## config.mk

```make
export PLATFORM = sky130hd
export DESIGN_NAME = egg_drop_min_trials
export DESIGN_NICKNAME = d
export VERILOG_FILES = /design/src/hdl/edmt_pkg.sv /design/src/hdl/egg_drop_min_trials.sv
export VERILOG_INCLUDE_DIRS = /design/src /design/src/hdl
export SDC_FILE = /design/constraint.sdc
export NUM_CORES = 2
export LEC_CHECK = 0
export BUFFER_PORTS_ARGS = -buffer_cell sky130_fd_sc_hd__buf_2
export CAP_MARGIN = 20
export CORE_MARGIN = 2
export CORE_UTILIZATION = 29
export CTS_CLUSTER_SIZE = 10
export DETAILED_ROUTE_END_ITERATION = 12
export PLACE_DENSITY_LB_ADDON = 0.2
export SLEW_MARGIN = 30
export SYNTH_ARGS = -nofsm -noshare
export SYNTH_HDL_FRONTEND = slang
export SYNTH_MEMORY_MAX_BITS = 65536
export SYNTH_SLANG_ARGS = --single-unit
```

## constraint.sdc

```tcl
create_clock -name clk -period 42 [get_ports clk]
set_input_delay 0 -clock clk [delete_from_list [all_inputs] [get_ports clk]]
set_output_delay 0 -clock clk [all_outputs]
set_load 0.02 [all_outputs]
```

## src/hdl/egg_drop_min_trials_defines.svh

```systemverilog
// assertion macros for the egg drop block
`ifndef EGG_DROP_MIN_TRIALS_DEFINES_SVH
`define EGG_DROP_MIN_TRIALS_DEFINES_SVH

// same-cycle implication, disabled during reset
`define EDMT_ASSERT_NOW(lbl, ante, cons) \
	lbl: assert property (@(posedge clk) disable iff (!arst_n) (ante) |-> (cons)) \
		else $error("edmt check failed");

// next-cycle implication, disabled during reset
`define EDMT_ASSERT_NEXT(lbl, ante, cons) \
	lbl: assert property (@(posedge clk) disable iff (!arst_n) (ante) |=> (cons)) \
		else $error("edmt check failed");

`endif

```

## src/hdl/edmt_pkg.sv

```systemverilog
`default_nettype none

package edmt_pkg;

	localparam int VAL_W = 9;
	localparam int EGG_W = 5;

	localparam logic [VAL_W-1:0] ALL_ONES = '1;

	typedef enum logic [4:0] {
		ST_IDLE  = 5'b00001,
		ST_INIT  = 5'b00010,
		ST_SCAN  = 5'b00100,
		ST_STORE = 5'b01000,
		ST_DONE  = 5'b10000
	} state_t;

endpackage

`default_nettype wire

```

## src/hdl/egg_drop_min_trials.sv

```systemverilog
// trivial queries (too many floors, zero eggs, one egg, <= 1 floor) go straight to done without the table
// otherwise init fills the one-egg row, then scan and store fill a row for each egg count from 2 to E
// each drop floor takes one read of each table row, which feeds one max/add/compare unit
// one query in flight; a new word is taken while the previous answer waits at the output
// async active-low reset clears the sequencer and output valid; table rows are not cleared
`default_nettype none

`include "egg_drop_min_trials_defines.svh"

module egg_drop_min_trials #(
	parameter int MAX_FLOORS = 256
) (
	input  wire logic       clk,
	input  wire logic       arst_n,
	input  wire logic [8:0] floors,
	input  wire logic [4:0] eggs,
	input  wire logic       query_valid,
	output logic            query_ready,
	output logic [8:0]      min_trials,
	output logic            valid_res,
	output logic            answer_valid,
	input  wire logic       answer_ready
);

	import edmt_pkg::*;

	localparam int DEPTH = ((MAX_FLOORS < 511) ? MAX_FLOORS : 511) + 1;
	localparam int AW = (DEPTH > 1) ? $clog2(DEPTH) : 1;
	localparam logic [31:0] FLOOR_LIMIT = 32'(MAX_FLOORS);

	state_t           state_q;
	logic [VAL_W-1:0] nf_q;
	logic [EGG_W-1:0] ne_q;
	logic [EGG_W-1:0] egg_q;
	logic [VAL_W-1:0] floor_q;
	logic [VAL_W-1:0] drop_q;
	logic [VAL_W-1:0] best_q;
	logic             sel_q;
	logic             scan_s1;
	logic [VAL_W-1:0] res_trials_q;
	logic             res_ok_q;
	logic [VAL_W-1:0] ans_trials_q;
	logic             ans_ok_q;
	logic             ans_valid_q;

	logic [VAL_W-1:0] mem0 [DEPTH];
	logic [VAL_W-1:0] mem1 [DEPTH];
	logic [VAL_W-1:0] m0_rd_s1;
	logic [VAL_W-1:0] m1_rd_s1;

	logic [VAL_W-1:0] prev_idx;
	logic [VAL_W-1:0] cur_idx;
	logic [AW-1:0]    m0_ra;
	logic [AW-1:0]    m1_ra;
	logic [AW-1:0]    wa;
	logic [VAL_W-1:0] wd;
	logic             m0_we;
	logic             m1_we;
	logic [VAL_W-1:0] prev_rd;
	logic [VAL_W-1:0] cur_rd;
	logic [VAL_W-1:0] worst;
	logic [VAL_W-1:0] cand;
	logic             too_many;
	logic             out_free;

	// read addresses for the broken and unbroken cases
	assign prev_idx = drop_q - VAL_W'(1);
	assign cur_idx  = floor_q - drop_q;
	assign m0_ra    = sel_q ? cur_idx[AW-1:0] : prev_idx[AW-1:0];
	assign m1_ra    = sel_q ? prev_idx[AW-1:0] : cur_idx[AW-1:0];

	assign prev_rd = sel_q ? m1_rd_s1 : m0_rd_s1;
	assign cur_rd  = sel_q ? m0_rd_s1 : m1_rd_s1;
	assign worst   = ((prev_rd > cur_rd) ? prev_rd : cur_rd) + VAL_W'(1);
	assign cand    = (scan_s1 && (worst < best_q)) ? worst : best_q;

	// init fills both rows with the one-egg row; store writes the current row
	assign wa    = floor_q[AW-1:0];
	assign wd    = (state_q == ST_STORE) ? cand : floor_q;
	assign m0_we = (state_q == ST_INIT) || ((state_q == ST_STORE) && sel_q);
	assign m1_we = (state_q == ST_INIT) || ((state_q == ST_STORE) && !sel_q);

	assign too_many = {23'd0, floors} > FLOOR_LIMIT;
	assign out_free = !ans_valid_q || answer_ready;

	always_ff @(posedge clk) begin
		if (m0_we) begin
			mem0[wa] <= wd;
		end
		m0_rd_s1 <= mem0[m0_ra];
	end

	always_ff @(posedge clk) begin
		if (m1_we) begin
			mem1[wa] <= wd;
		end
		m1_rd_s1 <= mem1[m1_ra];
	end

	always_ff @(posedge clk) begin
		if ((state_q == ST_DONE) && out_free) begin
			ans_trials_q <= res_trials_q;
			ans_ok_q     <= res_ok_q;
		end
	end

	always_ff @(posedge clk or negedge arst_n) begin
		if (!arst_n) begin
			state_q      <= ST_IDLE;
			nf_q         <= '0;
			ne_q         <= '0;
			egg_q        <= '0;
			floor_q      <= '0;
			drop_q       <= '0;
			best_q       <= ALL_ONES;
			sel_q        <= 1'b0;
			scan_s1      <= 1'b0;
			res_trials_q <= '0;
			res_ok_q     <= 1'b0;
			ans_valid_q  <= 1'b0;
		end else begin
			scan_s1 <= (state_q == ST_SCAN);
			if ((state_q == ST_DONE) && out_free) begin
				ans_valid_q <= 1'b1;
			end else if (ans_valid_q && answer_ready) begin
				ans_valid_q <= 1'b0;
			end
			unique case (state_q)
				ST_IDLE: begin
					if (query_valid) begin
						nf_q <= floors;
						ne_q <= eggs;
						if (too_many) begin
							res_trials_q <= '0;
							res_ok_q     <= 1'b0;
							state_q      <= ST_DONE;
						end else if (eggs == '0) begin
							res_trials_q <= '0;
							res_ok_q     <= (floors == '0);
							state_q      <= ST_DONE;
						end else if ((eggs == EGG_W'(1)) || (floors <= VAL_W'(1))) begin
							res_trials_q <= floors;
							res_ok_q     <= 1'b1;
							state_q      <= ST_DONE;
						end else begin
							floor_q <= '0;
							sel_q   <= 1'b0;
							state_q <= ST_INIT;
						end
					end
				end
				ST_INIT: begin
					if (floor_q == nf_q) begin
						floor_q <= VAL_W'(2);
						drop_q  <= VAL_W'(1);
						egg_q   <= EGG_W'(2);
						best_q  <= ALL_ONES;
						state_q <= ST_SCAN;
					end else begin
						floor_q <= floor_q + VAL_W'(1);
					end
				end
				ST_SCAN: begin
					best_q <= cand;
					if (drop_q == floor_q) begin
						state_q <= ST_STORE;
					end else begin
						drop_q <= drop_q + VAL_W'(1);
					end
				end
				ST_STORE: begin
					best_q <= ALL_ONES;
					drop_q <= VAL_W'(1);
					if (floor_q == nf_q) begin
						if (egg_q == ne_q) begin
							res_trials_q <= cand;
							res_ok_q     <= 1'b1;
							state_q      <= ST_DONE;
						end else begin
							egg_q   <= egg_q + EGG_W'(1);
							sel_q   <= ~sel_q;
							floor_q <= VAL_W'(2);
							state_q <= ST_SCAN;
						end
					end else begin
						floor_q <= floor_q + VAL_W'(1);
						state_q <= ST_SCAN;
					end
				end
				ST_DONE: begin
					if (out_free) begin
						state_q <= ST_IDLE;
					end
				end
				default: begin
					state_q <= ST_IDLE;
				end
			endcase
		end
	end

	assign query_ready  = (state_q == ST_IDLE);
	assign answer_valid = ans_valid_q;
	assign min_trials   = ans_trials_q;
	assign valid_res    = ans_ok_q;

	// drop floor stays within the floor being filled
	`EDMT_ASSERT_NOW(a_drop_range, state_q == ST_SCAN, (drop_q != '0) && (drop_q <= floor_q))
	// a store either starts the next floor or finishes the query
	`EDMT_ASSERT_NEXT(a_store_next, state_q == ST_STORE, (state_q == ST_SCAN) || (state_q == ST_DONE))
	// a rejected query always reports zero drops
	`EDMT_ASSERT_NOW(a_invalid_zero, answer_valid && !valid_res, min_trials == '0)

endmodule

`default_nettype wire
```

==> metrics.csv <==
metric;value;unit
antenna_found_initial;22;
worst-path-max-fanout;105;
cts-buffers-inserted;554;
grt_pass1_vias;109000;
via_count;110000;
holdCritPathClass;in2reg;
htreeDepth;6;
hold_viol;0;
fillers;63300;
grt_use_total;17.2;%
synth-edff-count;4636;
crit_arrival;9.74;ns
syn_nets;12900;
grt_max_degree;190;
worstPathCellList;buf_4, mux2i_1, inv_1, ha_1, o2111a_1, a21oi_1, a21o_1, mux2_2, ha_1, o211ai_1, nor2_1, xnor2_1, mux2_2, ha_1, a21o_1, a21oi_1, o21ai_0, a31oi_4, o211ai_1, nand2_4, buf_12, buf_16, buf_4, buf_4;
cts_tree;built;
start_kind;flip-flop;
reg2reg_depth;24;
multi_input_area;46300;sq um
clock_tree.root_cell;clkbuf_16;
critPathCapture;mem1[130][5]$_DFFE_PP_;
rsz0062_at_grt;false;
reg2reg_from;sel_q$_DFFE_PN0P_;
layout.nets;13100;
ant_nets;0;
fmax;0.111;GHz
use_met1;24.0;%
crit_start;sel_q$_DFFE_PN0P_;
die_h;815;um
period_minus_slack;9.00;ns
final_common_cell;edfxtp_1;
r2r_end;mem1[130][5]$_DFFE_PP_;
rows;297;
slowest_stage;buf_4;
grtUsageMet3;2.34;%
synth_seq_cells;4718;
drt_iter0_markers;10300;
critPathKind;reg2reg;
yosysSeqAreaShare;74.1;%
cp-end-kind;flip-flop;
slew_violations;0;
postCtsHoldBufs;47;
area_growth;14.4;%
seq_area;141000;sq um
clock_latency;1.09;ns
fin_crit_sh;21.4;%
final.setup.tns;0;ns
dieArea;664000;sq um
postSynthAreaPerCell;14.9;sq um
layout_common_cells;edfxtp_1 (4636), nand2_1 (3122), nand3_1 (1122);
ys.warnings.count;0;
vias_per_cell;5.02;
drc;0;
async_flop_share;1.36;%
grt-busiest-layer;met2;
reg2reg_slack;33.00;ns
slew_headroom;21.2;%
drt_wl_total;592;mm
final-setup-viol-count;0;
gp_congestion;0.803;
grtUsageMet2;28.1;%
synthCells;12800;
crit_path_max_incr_delay;0.70;ns
clock-sinks;4718;
port_buffers;29;
routedWlPerCell;27.1;um
required;42.74;ns
ios;30;
cap_violations;0;
cts_setup_buffers;0;
dp_hpwl;336;mm
tightest_slew;1.18;ns
overflow;0;
status;finished clean;
hold_depth;5;
drive_gt1_share;15.1;%
drt_first_pass_iters;6;
grt_pass1_wl;843;mm
clockBufferDepth;4;
critical_path_cell_count;24;
synth_cell_types;90;
syn_area;191000;sq um
critical_path_buf_inv_count;6;
ctsResizeCount;0;
fp.dieW;815;um
synth_flop_cell;edfxtp_1;
start_util;29.1;%
final_util;33.3;%
core_area;654000;sq um
clock_skew;0.104;ns
cp_top_family;buffers and inverters;
clk_pin_slew;0.06;ns
worst register-to-register path, stage by stage (launching register included):
cell and delay (ns):
dfrtp_4 0.54, buf_4 0.70, mux2i_1 0.44, inv_1 0.08
ha_1 0.31, o2111a_1 0.17, a21oi_1 0.30, a21o_1 0.43
mux2_2 0.41, ha_1 0.22, o211ai_1 0.18, nor2_1 0.11
xnor2_1 0.13, mux2_2 0.31, ha_1 0.19, a21o_1 0.17
a21oi_1 0.15, o21ai_0 0.16, a31oi_4 0.46, o211ai_1 0.26
nand2_4 0.50, buf_12 0.35, buf_16 0.44, buf_4 0.80
buf_4 0.80
sequential cells by signal, summed over array words and instances (netlist names), 5 cells and up:
| signal | count |
|---|---|
| best_q | 9 |
| drop_q | 9 |
| egg_q | 5 |
| floor_q | 9 |
| m0_rd_s1 | 9 |
| m1_rd_s1 | 9 |
| mem0 | 2313 |
| mem1 | 2313 |
| min_trials | 9 |
| ne_q | 5 |
| nf_q | 9 |
| res_trials_q | 9 |
| state_q | 5 |
metrics by stage:
step | setup slack [ns] | instances | area [sq um] | hold slack [ns]
floorplan | 13.17 | 12800 | 191000 | -0.296
global placement | 32.96 | 21100 | 201000 | -0.168
detailed placement | 33.01 | 21100 | 202000 | -0.169
CTS | 32.98 | 21900 | 218000 | 0.000266
global route | 32.37 | 21900 | 218000 | 0.0814
finish | 33.00 | 21900 | 218000 | 0.106
layout make-up:
cell class / instances / share of cell area [%]
diodes: 7 / 0.00803
clock buffers: 683 / 6.74
clock inverters: 69 / 0.347
inverters: 43 / 0.0740
multi-input cells: 7233 / 21.2
flip-flops and latches: 4718 / 64.8
well taps: 8671 / 4.98
repair buffers: 450 / 1.87
per-layer routing:
metal | vias to the layer above | part of all wire (%)
met5 | - | 0
met2 | 2920 | 48
met1 | 57500 | 44
met4 | 0 | 3.3
met3 | 768 | 4.9
li1 | 48500 | -
cell usage after synthesis (all sizes together) (9+ instances only):
| cell type | number | area (sq um) |
|---|---|---|
| a211oi | 13 | 103 |
| a21o | 10 | 75.1 |
| a21oi | 126 | 642 |
| a311o | 9 | 90.1 |
| a311oi | 137 | 1200 |
| a31o | 14 | 123 |
| a31oi | 336 | 2120 |
| a32oi | 10 | 87.6 |
| and2 | 14 | 87.6 |
| and3 | 405 | 2530 |
| buf | 581 | 3330 |
| clkbuf | 259 | 973 |
| dfrtp | 54 | 1350 |
| dfstp | 10 | 263 |
| dfxtp | 18 | 360 |
| edfxtp | 4636 | 139000 |
| ha | 32 | 400 |
| inv | 42 | 158 |
| mux2 | 41 | 473 |
| mux2i | 329 | 3300 |
| mux4 | 503 | 11300 |
| nand2 | 3144 | 11800 |
| nand3 | 1141 | 5710 |
| nand4 | 34 | 213 |
| nor2 | 597 | 2240 |
| nor2b | 11 | 68.8 |
| nor3 | 34 | 170 |
| nor3b | 11 | 82.6 |
| nor4 | 13 | 106 |
| o211ai | 23 | 173 |
| o21a | 13 | 97.6 |
| o21ai | 75 | 379 |
| o22ai | 17 | 106 |
| o32ai | 9 | 78.8 |
| xnor2 | 23 | 201 |
| xor2 | 18 | 165 |
cell families (layout without fill, tap and decap cells):
family	Yosys count	count (layout)	share of synthesized area, %
compound gates	851	851	3.05
xor+xnor	41	41	0.192
buf+inv	883	1245	2.34
other cells	0	7	0
flops	4718	4718	74.1
mux	873	873	7.93
simple gates	5435	5435	12.2
fa+ha+maj	33	33	0.221
worst min path at each step:
stage               startpoint                          end  slack [ns]
CTS                  floors[8]         res_ok_q$_DFFE_PN0P_      0.0003
global placement        arst_n     answer_valid$_DFFE_PN0P_       -0.17
floorplan               arst_n     answer_valid$_DFFE_PN0P_       -0.30
global route         floors[7]  res_trials_q[7]$_DFFE_PN0P_        0.08
finish               floors[1]  res_trials_q[1]$_DFFE_PN0P_        0.11
detailed placement      arst_n          ne_q[3]$_DFFE_PN0P_       -0.17
Power is left out: the tool's default activity adds up to more than one toggle a clock period on the data nets, which glitch-free logic cannot reach.
